--- config.mk ---
export PLATFORM = sky130hd
export DESIGN_NAME = crc32_packet_receiver_flat
export DESIGN_NICKNAME = d
export VERILOG_FILES = /design/src/hdl/crcrx_pkg.sv /design/src/hdl/crcrx_if.sv /design/src/hdl/crcrx_ram.sv /design/src/hdl/crcrx_datapath.sv /design/src/hdl/crcrx_ctrl.sv /design/src/hdl/crc32_packet_receiver.sv /design/src/flat_wrapper.sv
export VERILOG_INCLUDE_DIRS = /design/src /design/src/hdl
export SDC_FILE = /design/constraint.sdc
export NUM_CORES = 1
export LEC_CHECK = 0
export BUFFER_PORTS_ARGS = -buffer_cell sky130_fd_sc_hd__clkbuf_2
export CORE_ASPECT_RATIO = 1.25
export CORE_MARGIN = 2
export CORE_UTILIZATION = 40
export DETAILED_ROUTE_END_ITERATION = 6
export HOLD_SLACK_MARGIN = 0.06
export SYNTH_ARGS = -nofsm -noshare
export SYNTH_HDL_FRONTEND = slang
export SYNTH_SLANG_ARGS = --single-unit
--- constraint.sdc ---
create_clock -name clk -period 3.9 [get_ports clk]
set_clock_uncertainty 0.15 [all_clocks]
set_input_delay 0 -clock clk [delete_from_list [all_inputs] [get_ports clk]]
set_output_delay 0 -clock clk [all_outputs]
set_load 0.03 [all_outputs]
--- src/hdl/crc32_packet_receiver_macros.svh ---
// Assertion macros used by the packet receiver controller.
`ifndef CRC32_PACKET_RECEIVER_MACROS_SVH
`define CRC32_PACKET_RECEIVER_MACROS_SVH

// Property that must hold at every clock edge outside reset.
`define CRCRX_ASSERT(lbl, prop, msg) \
	lbl: assert property (@(posedge clk) disable iff (!arst_n) (prop)) else $error(msg);

// Condition that must never be seen at a clock edge outside reset.
`define CRCRX_NEVER(lbl, cond, msg) \
	lbl: assert property (@(posedge clk) disable iff (!arst_n) !(cond)) else $error(msg);

`endif

--- src/hdl/crcrx_pkg.sv ---
// Types, constants and the CRC byte update for the packet receiver.
package crcrx_pkg;

	localparam int DATA_W    = 8;
	localparam int TIMEOUT_W = 16;
	localparam int ELAPSED_W = 17;
	localparam int INDEX_W   = 6;
	localparam int ERRCNT_W  = 16;
	localparam int CFG_IDX_W = 1;
	localparam int CFG_DATA_W = 16;

	localparam logic [31:0] CRC_POLY = 32'hEDB8_8320;
	localparam logic [31:0] CRC_INIT = 32'hFFFF_FFFF;

	localparam logic [DATA_W-1:0]    START_BYTE_RST = 8'h01;
	localparam logic [TIMEOUT_W-1:0] TIMEOUT_RST    = 16'd100;
	localparam logic [ELAPSED_W-1:0] ELAPSED_MAX    = '1;

	localparam logic [CFG_IDX_W-1:0] REG_START_BYTE = 1'b0;
	localparam logic [CFG_IDX_W-1:0] REG_TIMEOUT    = 1'b1;

	localparam logic CMD_BYTE = 1'b0;
	localparam logic CMD_TICK = 1'b1;

	localparam logic KIND_BYTE = 1'b0;
	localparam logic KIND_ERR  = 1'b1;

	typedef enum logic [2:0] {
		ST_IDLE,
		ST_RECV,
		ST_CHECK,
		ST_ERR,
		ST_READ,
		ST_LOAD
	} state_t;

	// Commands from the controller to the datapath.
	typedef struct packed {
		logic tick;
		logic restart;
		logic store;
		logic clear;
		logic err_inc;
		logic rd_en;
		logic load_pkt;
		logic load_err;
	} crcrx_cmd_t;

	// Status from the datapath to the controller.
	typedef struct packed {
		logic is_start;
		logic timed_out;
		logic count_last;
		logic crc_ok;
		logic rd_last;
		logic out_free;
	} crcrx_sts_t;

	// One byte of the reflected CRC-32, LSB first.
	function automatic logic [31:0] crc_feed(input logic [31:0] crc, input logic [7:0] b);
		logic [31:0] c;
		c = crc ^ {24'd0, b};
		for (int k = 0; k < 8; k++) begin
			c = c[0] ? ((c >> 1) ^ CRC_POLY) : (c >> 1);
		end
		return c;
	endfunction

endpackage

--- src/hdl/crcrx_if.sv ---
// Valid/ready channel interfaces for received items and results.
interface crcrx_in_if
	import crcrx_pkg::*;
();
	logic              valid;
	logic              ready;
	logic              cmd;
	logic [DATA_W-1:0] rx_byte;

	modport source (output valid, output cmd, output rx_byte, input ready);
	modport sink (input valid, input cmd, input rx_byte, output ready);
endinterface

interface crcrx_out_if
	import crcrx_pkg::*;
();
	logic                valid;
	logic                ready;
	logic                kind;
	logic [DATA_W-1:0]   byte_value;
	logic [INDEX_W-1:0]  byte_index;
	logic                last;
	logic [ERRCNT_W-1:0] crc_error_count;

	modport source (output valid, output kind, output byte_value, output byte_index,
		output last, output crc_error_count, input ready);
	modport sink (input valid, input kind, input byte_value, input byte_index,
		input last, input crc_error_count, output ready);
endinterface

--- src/hdl/crcrx_ram.sv ---
// Generic single-write, single-read RAM with registered read data.
module crcrx_ram #(
	parameter int WIDTH = 8,
	parameter int DEPTH = 16
) (
	input  logic                     clk,
	input  logic                     we,
	input  logic [$clog2(DEPTH)-1:0] waddr,
	input  logic [WIDTH-1:0]         wdata,
	input  logic                     re,
	input  logic [$clog2(DEPTH)-1:0] raddr,
	output logic [WIDTH-1:0]         rdata
);
	logic [WIDTH-1:0] mem_q [DEPTH];

	always_ff @(posedge clk) begin
		if (we) begin
			mem_q[waddr] <= wdata;
		end
		if (re) begin
			rdata <= mem_q[raddr];
		end
	end
endmodule

--- src/hdl/crcrx_datapath.sv ---
// Packet datapath: config registers, byte store, CRC, timer and result register.
module crcrx_datapath
	import crcrx_pkg::*;
#(
	parameter int PACKET_BYTES = 16,
	parameter int CRC_OFFSET   = 12
) (
	input  logic                  clk,
	input  logic                  arst_n,
	input  logic                  cfg_we,
	input  logic [CFG_IDX_W-1:0]  cfg_index,
	input  logic [CFG_DATA_W-1:0] cfg_data,
	input  logic [DATA_W-1:0]     rx_byte,
	input  crcrx_cmd_t            cmd,
	output crcrx_sts_t            sts,
	crcrx_out_if.source           result
);
	localparam int AW = $clog2(PACKET_BYTES);

	logic [DATA_W-1:0]    start_byte_q;
	logic [TIMEOUT_W-1:0] timeout_q;
	logic [ELAPSED_W-1:0] elapsed_q;
	logic [AW-1:0]        count_q;
	logic [AW-1:0]        rd_idx_q;
	logic [31:0]          crc_q;
	logic [31:0]          rcrc_q;
	logic [ERRCNT_W-1:0]  err_total_q;

	logic                 out_valid_q;
	logic                 out_kind_q;
	logic [DATA_W-1:0]    out_byte_q;
	logic [INDEX_W-1:0]   out_index_q;
	logic                 out_last_q;
	logic [ERRCNT_W-1:0]  out_count_q;

	logic                 in_field;
	logic [1:0]           lane;
	logic [DATA_W-1:0]    store_byte;
	logic [DATA_W-1:0]    ram_rdata;

	assign in_field = ({1'b0, count_q} >= (AW+1)'(CRC_OFFSET))
		&& ({1'b0, count_q} < (AW+1)'(CRC_OFFSET + 4));
	assign lane       = 2'(count_q - AW'(CRC_OFFSET));
	assign store_byte = in_field ? '0 : rx_byte;

	crcrx_ram #(
		.WIDTH (DATA_W),
		.DEPTH (PACKET_BYTES)
	) u_store (
		.clk   (clk),
		.we    (cmd.store),
		.waddr (count_q),
		.wdata (store_byte),
		.re    (cmd.rd_en),
		.raddr (rd_idx_q),
		.rdata (ram_rdata)
	);

	always_ff @(posedge clk or negedge arst_n) begin
		if (!arst_n) begin
			start_byte_q <= START_BYTE_RST;
			timeout_q    <= TIMEOUT_RST;
		end else if (cfg_we) begin
			unique case (cfg_index)
				REG_START_BYTE: start_byte_q <= cfg_data[DATA_W-1:0];
				REG_TIMEOUT:    timeout_q    <= cfg_data[TIMEOUT_W-1:0];
				default: ;
			endcase
		end
	end

	always_ff @(posedge clk or negedge arst_n) begin
		if (!arst_n) begin
			elapsed_q <= '0;
		end else if (cmd.restart) begin
			elapsed_q <= '0;
		end else if (cmd.tick && elapsed_q != ELAPSED_MAX) begin
			elapsed_q <= elapsed_q + 1'b1;
		end
	end

	// Packet accumulation; clear drops back to the idle values.
	always_ff @(posedge clk or negedge arst_n) begin
		if (!arst_n) begin
			count_q  <= '0;
			rd_idx_q <= '0;
			crc_q    <= CRC_INIT;
			rcrc_q   <= '0;
		end else if (cmd.clear) begin
			count_q  <= '0;
			rd_idx_q <= '0;
			crc_q    <= CRC_INIT;
			rcrc_q   <= '0;
		end else begin
			if (cmd.store) begin
				count_q <= count_q + 1'b1;
				crc_q   <= crc_feed(crc_q, store_byte);
				if (in_field) begin
					rcrc_q[lane*8 +: 8] <= rx_byte;
				end
			end
			if (cmd.load_pkt) begin
				rd_idx_q <= rd_idx_q + 1'b1;
			end
		end
	end

	always_ff @(posedge clk or negedge arst_n) begin
		if (!arst_n) begin
			err_total_q <= '0;
		end else if (cmd.err_inc) begin
			err_total_q <= err_total_q + 1'b1;
		end
	end

	always_ff @(posedge clk or negedge arst_n) begin
		if (!arst_n) begin
			out_valid_q <= 1'b0;
		end else if (cmd.load_pkt || cmd.load_err) begin
			out_valid_q <= 1'b1;
		end else if (result.ready) begin
			out_valid_q <= 1'b0;
		end
	end

	always_ff @(posedge clk) begin
		if (cmd.load_pkt) begin
			out_kind_q  <= KIND_BYTE;
			out_byte_q  <= ram_rdata;
			out_index_q <= INDEX_W'(rd_idx_q);
			out_last_q  <= sts.rd_last;
			out_count_q <= err_total_q;
		end else if (cmd.load_err) begin
			out_kind_q  <= KIND_ERR;
			out_byte_q  <= '0;
			out_index_q <= '0;
			out_last_q  <= 1'b1;
			out_count_q <= err_total_q;
		end
	end

	assign result.valid           = out_valid_q;
	assign result.kind            = out_kind_q;
	assign result.byte_value      = out_byte_q;
	assign result.byte_index      = out_index_q;
	assign result.last            = out_last_q;
	assign result.crc_error_count = out_count_q;

	assign sts.is_start   = (rx_byte == start_byte_q);
	assign sts.timed_out  = (elapsed_q > {1'b0, timeout_q});
	assign sts.count_last = (count_q == AW'(PACKET_BYTES - 1));
	assign sts.crc_ok     = (~crc_q == rcrc_q);
	assign sts.rd_last    = (rd_idx_q == AW'(PACKET_BYTES - 1));
	assign sts.out_free   = !out_valid_q || result.ready;
endmodule

--- src/hdl/crcrx_ctrl.sv ---
// Receiver controller: framing, timeout, CRC verdict and result sequencing.
`include "crc32_packet_receiver_macros.svh"
module crcrx_ctrl
	import crcrx_pkg::*;
(
	input  logic       clk,
	input  logic       arst_n,
	input  logic       in_valid,
	input  logic       in_cmd,
	output logic       in_ready,
	input  crcrx_sts_t sts,
	output crcrx_cmd_t cmd
);
	state_t state_q;
	state_t state_d;

	always_ff @(posedge clk or negedge arst_n) begin
		if (!arst_n) begin
			state_q <= ST_IDLE;
		end else begin
			state_q <= state_d;
		end
	end

	always_comb begin
		logic accept;
		state_d  = state_q;
		cmd      = '0;
		in_ready = 1'b0;
		accept   = 1'b0;
		unique case (state_q)
			ST_IDLE: begin
				in_ready = 1'b1;
				accept   = in_valid;
				if (accept && in_cmd == CMD_TICK) begin
					cmd.tick = 1'b1;
				end else if (accept && sts.is_start) begin
					cmd.restart = 1'b1;
					cmd.store   = 1'b1;
					state_d     = sts.count_last ? ST_CHECK : ST_RECV;
				end
			end
			ST_RECV: begin
				in_ready = 1'b1;
				accept   = in_valid;
				if (accept && in_cmd == CMD_TICK) begin
					cmd.tick = 1'b1;
				end else if (accept && sts.timed_out) begin
					cmd.clear = 1'b1;
					state_d   = ST_IDLE;
				end else if (accept) begin
					cmd.store = 1'b1;
					if (sts.count_last) begin
						state_d = ST_CHECK;
					end
				end
			end
			ST_CHECK: begin
				cmd.clear = 1'b1;
				if (sts.crc_ok) begin
					state_d = ST_READ;
				end else begin
					cmd.err_inc = 1'b1;
					state_d     = ST_ERR;
				end
			end
			ST_ERR: begin
				if (sts.out_free) begin
					cmd.load_err = 1'b1;
					state_d      = ST_IDLE;
				end
			end
			ST_READ: begin
				cmd.rd_en = 1'b1;
				state_d   = ST_LOAD;
			end
			ST_LOAD: begin
				// The read data holds until the result register can take it.
				if (sts.out_free) begin
					cmd.load_pkt = 1'b1;
					state_d      = sts.rd_last ? ST_IDLE : ST_READ;
				end
			end
			default: begin
				state_d = ST_IDLE;
			end
		endcase
	end

	`CRCRX_ASSERT(a_check_one_cycle, (state_q == ST_CHECK) |=> (state_q == ST_READ || state_q == ST_ERR), "verdict state did not resolve in one cycle")
	`CRCRX_ASSERT(a_read_then_load, (state_q == ST_READ) |=> (state_q == ST_LOAD), "store read not followed by result load")
	`CRCRX_NEVER(a_single_load, cmd.load_pkt && cmd.load_err, "packet and error result loaded together")
	`CRCRX_ASSERT(a_load_when_free, (cmd.load_pkt || cmd.load_err) |-> sts.out_free, "result register overwritten before transfer")
endmodule

--- src/hdl/crc32_packet_receiver.sv ---
// A byte or tick transfer is taken only while no packet is being checked or reported.
// The verdict is formed in the cycle after the last packet byte; each good-packet result then
// takes a store read, then a result register load, and a CRC error report is loaded straight
// from the error state; both wait while the output stalls.
// Input is held off from the last packet byte until the final result is loaded.
// Asynchronous reset returns to idle, restores the register defaults and clears the counters.
module crc32_packet_receiver
	import crcrx_pkg::*;
#(
	parameter int PACKET_BYTES = 16,
	parameter int CRC_OFFSET   = 12
) (
	input  logic                  clk,
	input  logic                  arst_n,
	input  logic                  cfg_we,
	input  logic [CFG_IDX_W-1:0]  cfg_index,
	input  logic [CFG_DATA_W-1:0] cfg_data,
	crcrx_in_if.sink              rx,
	crcrx_out_if.source           result
);
	crcrx_cmd_t cmd;
	crcrx_sts_t sts;

	crcrx_ctrl u_ctrl (
		.clk      (clk),
		.arst_n   (arst_n),
		.in_valid (rx.valid),
		.in_cmd   (rx.cmd),
		.in_ready (rx.ready),
		.sts      (sts),
		.cmd      (cmd)
	);

	crcrx_datapath #(
		.PACKET_BYTES (PACKET_BYTES),
		.CRC_OFFSET   (CRC_OFFSET)
	) u_datapath (
		.clk       (clk),
		.arst_n    (arst_n),
		.cfg_we    (cfg_we),
		.cfg_index (cfg_index),
		.cfg_data  (cfg_data),
		.rx_byte   (rx.rx_byte),
		.cmd       (cmd),
		.sts       (sts),
		.result    (result)
	);
endmodule

--- src/flat_wrapper.sv ---
// flat-port wrapper written by rule: the top's interface ports become plain ports
module crc32_packet_receiver_flat import crcrx_pkg::*;
#(
	parameter int PACKET_BYTES = 16,
	parameter int CRC_OFFSET   = 12
)
  (clk, arst_n, cfg_we, cfg_index, cfg_data, rx_valid, rx_cmd, rx_rx_byte, rx_ready, result_valid, result_kind, result_byte_value, result_byte_index, result_last, result_crc_error_count, result_ready);
  crcrx_in_if rx_i ();
  crcrx_out_if result_i ();
  input  logic clk;
  input  logic arst_n;
  input  logic cfg_we;
  input  logic [CFG_IDX_W-1:0] cfg_index;
  input  logic [CFG_DATA_W-1:0] cfg_data;
  input wire logic [$bits(rx_i.valid)-1:0] rx_valid;
  input wire logic [$bits(rx_i.cmd)-1:0] rx_cmd;
  input wire logic [$bits(rx_i.rx_byte)-1:0] rx_rx_byte;
  output wire logic [$bits(rx_i.ready)-1:0] rx_ready;
  output wire logic [$bits(result_i.valid)-1:0] result_valid;
  output wire logic [$bits(result_i.kind)-1:0] result_kind;
  output wire logic [$bits(result_i.byte_value)-1:0] result_byte_value;
  output wire logic [$bits(result_i.byte_index)-1:0] result_byte_index;
  output wire logic [$bits(result_i.last)-1:0] result_last;
  output wire logic [$bits(result_i.crc_error_count)-1:0] result_crc_error_count;
  input wire logic [$bits(result_i.ready)-1:0] result_ready;
  assign rx_i.valid = rx_valid;
  assign rx_i.cmd = rx_cmd;
  assign rx_i.rx_byte = rx_rx_byte;
  assign rx_ready = rx_i.ready;
  assign result_valid = result_i.valid;
  assign result_kind = result_i.kind;
  assign result_byte_value = result_i.byte_value;
  assign result_byte_index = result_i.byte_index;
  assign result_last = result_i.last;
  assign result_crc_error_count = result_i.crc_error_count;
  assign result_i.ready = result_ready;
  crc32_packet_receiver #(.PACKET_BYTES(PACKET_BYTES), .CRC_OFFSET(CRC_OFFSET)) u_core (.clk(clk), .arst_n(arst_n), .cfg_we(cfg_we), .cfg_index(cfg_index), .cfg_data(cfg_data), .rx(rx_i), .result(result_i));
endmodule
==> results_dict.tcl <==
set metrics [dict create \
    via_count_of_the_first_global_routing_pass 8987 \
    avgViaCountPerCell 5.364 \
    timing_hold_violations_final 1 \
    cts-root-to-sink-buffers 3 \
    period_minus_slack_ps 3196 \
    seq_area_frac_synth 0.5951 \
    final_cell_area_um2 16300 \
    detailed_place_hpwl_mm 22.10 \
    power.leakage_nw 6.154 \
    gates_resized_cts_repair 0 \
    multiInputGateArea_um2 5345 \
    synth-async-reset-ratio 0.4448 \
    yosys-top-cells-area "sky130_fd_sc_hd__edfxtp_1 35%, sky130_fd_sc_hd__dfrtp_1 17%, sky130_fd_sc_hd__dfstp_2 6.7%, sky130_fd_sc_hd__mux4_2 6.4%, sky130_fd_sc_hd__xor2_1 4.8%" \
    power.density_cell_area_nw_per_um2 627.3 \
    fp.dieArea_um2 36590 \
    finalWeightedCongestion 0.8401 \
    grt_pass1_wl_mm 51.97 \
    placeableCoreArea_um2 34520 \
    placedInstanceArea_um2 15000 \
    drive_gt1_frac 0.2452 \
    regArea_um2 8351 \
    pre_cts_ws_ps 723.3 \
    post-route-period-util 0.8196 \
    mostFrequentLayoutCell "sky130_fd_sc_hd__edfxtp_1" \
    hold_path.class "input port to asynchronous set/reset pin" \
    cts-buffers-inserted 30 \
    antennaDiodeCount 0 \
    drt-wirelength-per-cell_um 20.49 \
    route.vias.total 8657 \
    worst_setup_path_start_kind "register" \
    num_rows 76 \
    run_status "finished with violations" \
    total_power_mw 10.22 \
    highest_count_cells_in_the_layout_ignoring_fill_and_taps "165 x sky130_fd_sc_hd__edfxtp_1, 95 x sky130_fd_sc_hd__dfrtp_1, 77 x sky130_fd_sc_hd__xor2_1" \
    num_io_pins 65 \
    netlist-cell-type-count 62 \
    rsz0062_at_grt "false" \
    grt_use_total 0.1863 \
    max_slew.worst_pin.slew_ps 1093 \
    htree_levels 1 \
    syn_area_per_cell_um2 13.90 \
    synth_cells 1009 \
    kind_of_end_point_of_the_critical_path "register" \
    postSynthRegisterBits 299 \
    globalRouteOverflowTotal 0 \
    area.growth.synth_to_final_pct 16.17 \
    antenna_violating_nets_post_route 0 \
    synth_enable_flop_cells 165 \
    final.setup.worst_slack_ps 703.7 \
    maxSlewHeadroom 0.2699 \
    ys.flop_type "sky130_fd_sc_hd__edfxtp_1" \
    clk_pin_slew_worst_paths_ps 60 \
    fmax_mhz 312.9 \
    worstPathRequired_ps 4220 \
    ys.warnings.count 0 \
    drc_errors 2 \
    clk_latency_ps 560 \
    worst-path-max-fanout 30 \
    critical_path_class "register to register" \
    die_y_um 213.4 \
    cts_tree "done" \
    accumulated_negative_setup_slack_ps 0 \
    drt-total-wl_mm 33.08 \
    timing.max_cap.violations 0 \
    ctsRootBufferMaster "sky130_fd_sc_hd__clkbuf_16" \
    layout.filler_cells 3016 \
    design.final.nets 1179 \
    maxSlewViolCount 0 \
    grt_antenna_before_repair 0 \
    buffer_ports.inserted 62 \
    synth_top_area_frac 0.3532 \
    cp.arrival_ps 3520 \
    die_span_x_um 171.5 \
    final-setup-viol-count 0 \
    floorplan.initialDensity 0.4064 \
    irDropWorstVdd_mv 0.6675 \
    clock-sinks 299 \
    detailedRoute.firstIterationViolations 604 \
    post_synth_instance_area_um2 14030 \
    dr.pass1.iters 7 \
    hold-worst-slack_ps -3.309 \
    pin_count_of_the_biggest_net_entering_global_routing 113 \
    failing_checks "DRC, hold timing" \
    yosysTopAreaCell "sky130_fd_sc_hd__edfxtp_1" \
]
[final timing paths]
| kind | startpoint | end | slack [ps] | cells past startpoint |
|---|---|---|---|---|
| min reg2reg | u_core.u_datapath.err_total_q[15]$_DFFE_PN0P_ | u_core.u_datapath.err_total_q[15]$_DFFE_PN0P_ | 330 | 1 |
| min in group clk | cfg_data[15] | u_core.u_datapath.timeout_q[15]$_DFFE_PN0P_ | 80 | 3 |
| max reg2reg | u_core.u_datapath.timeout_q[6]$_DFFE_PN1P_ | u_core.u_datapath.crc_q[21]$_DFFE_PN1P_ | 700 | 10 |
| max in group asynchronous | arst_n | u_core.u_datapath.crc_q[9]$_DFFE_PN1P_ | 2580 | 3 |
| min | arst_n | u_core.u_datapath.timeout_q[9]$_DFFE_PN0P_ | -3 | 2 |
| max | u_core.u_datapath.timeout_q[6]$_DFFE_PN1P_ | u_core.u_datapath.crc_q[21]$_DFFE_PN1P_ | 700 | 10 |
[report_power, final]
group	total, mW	switching [mW]	internal [mW]
registers	4.33	0.467	3.86
logic	3.18	1.70	1.48
clock network	2.72	1.21	1.51
[state kept, by name, indices dropped and copies added (netlist names)]
signal / count
u_core.u_datapath.result.crc_error_count: 16
u_core.u_datapath.u_store.mem_q: 128
u_core.u_datapath.u_store.rdata: 8
u_core.u_datapath.start_byte_q: 8
u_core.u_ctrl.state_q: 3
u_core.u_datapath.rd_idx_q: 4
u_core.u_datapath.crc_q: 32
u_core.u_datapath.err_total_q: 16
u_core.u_datapath.result.last: 1
u_core.u_datapath.result.kind: 1
u_core.u_datapath.elapsed_q: 17
u_core.u_datapath.rcrc_q: 32
u_core.u_datapath.timeout_q: 16
u_core.u_datapath.result.byte_value: 8
u_core.u_datapath.result.byte_index: 4
u_core.u_datapath.result.valid: 1
u_core.u_datapath.count_q: 4
[synthesized netlist by cell type (all sizes together), types with 12 or more instances]
| library cell | count |
|---|---|
| xnor2 | 64 |
| nand2 | 34 |
| o21ai | 31 |
| ha | 26 |
| a21oi | 39 |
| buf | 19 |
| mux4 | 40 |
| nand3 | 28 |
| clkbuf | 33 |
| inv | 41 |
| and2 | 16 |
| mux2 | 25 |
| nor2 | 35 |
| o31ai | 19 |
| dfrtp | 97 |
| a22oi | 19 |
| nand4 | 50 |
| edfxtp | 165 |
| dfstp | 36 |
| nor3 | 12 |
| xor2 | 77 |
[worst max-delay path, cell delays in order, from the launching register on]
cell                       delay (ps)
sky130_fd_sc_hd__dfstp_2          530
sky130_fd_sc_hd__inv_1             40
sky130_fd_sc_hd__ha_1             290
sky130_fd_sc_hd__a211oi_1         230
sky130_fd_sc_hd__nor2_1            80
sky130_fd_sc_hd__o31a_1           320
sky130_fd_sc_hd__o211ai_1         220
sky130_fd_sc_hd__buf_4            390
sky130_fd_sc_hd__buf_4            400
sky130_fd_sc_hd__a21boi_0         150
sky130_fd_sc_hd__a211o_1          290
[logic make-up after synthesis]
| family | after synthesis | share of synthesized area |
|---|---|---|
| fa+ha+maj | 26 | 0.02319 |
| buf+inv | 93 | 0.02738 |
| compound gates | 154 | 0.07456 |
| other cells | 1 | 0.0002673 |
| flops | 299 | 0.5951 |
| mux | 66 | 0.08500 |
| simple gates | 227 | 0.09071 |
| xor+xnor | 143 | 0.1038 |
[what timing repair did]
action / in CTS / in global routing
setup buffers: 0 / 0
endpoints found under the hold margin: 210 / 0
hold buffers: 37 / 0
[through the flow]
step                      utilization  instances
after floorplan                     -       1010
after global placement         0.4345       1521
after detailed placement       0.4345       1521
after CTS                      0.4721       1614
after global routing           0.4721       1614
final                          0.4721       1614
[per-layer routing]
| metal | share of wire | GRT usage |
|---|---|---|
| met4 | 0.036 | 0.07072 |
| met1 | 0.43 | 0.2481 |
| met5 | 0 | 0 |
| met2 | 0.49 | 0.3117 |
| met3 | 0.047 | 0.02473 |
[layout make-up]
class,instances,share of cell area
Clock inverter,14,0.004914
Clock buffer,42,0.05198
Tap cell,468,0.03593
Sequential cell,299,0.5124
Inverter,41,0.009443
Multi-Input combinational cell,618,0.3280
Timing Repair Buffer,132,0.05735
Power figures use the tool's default switching activity.
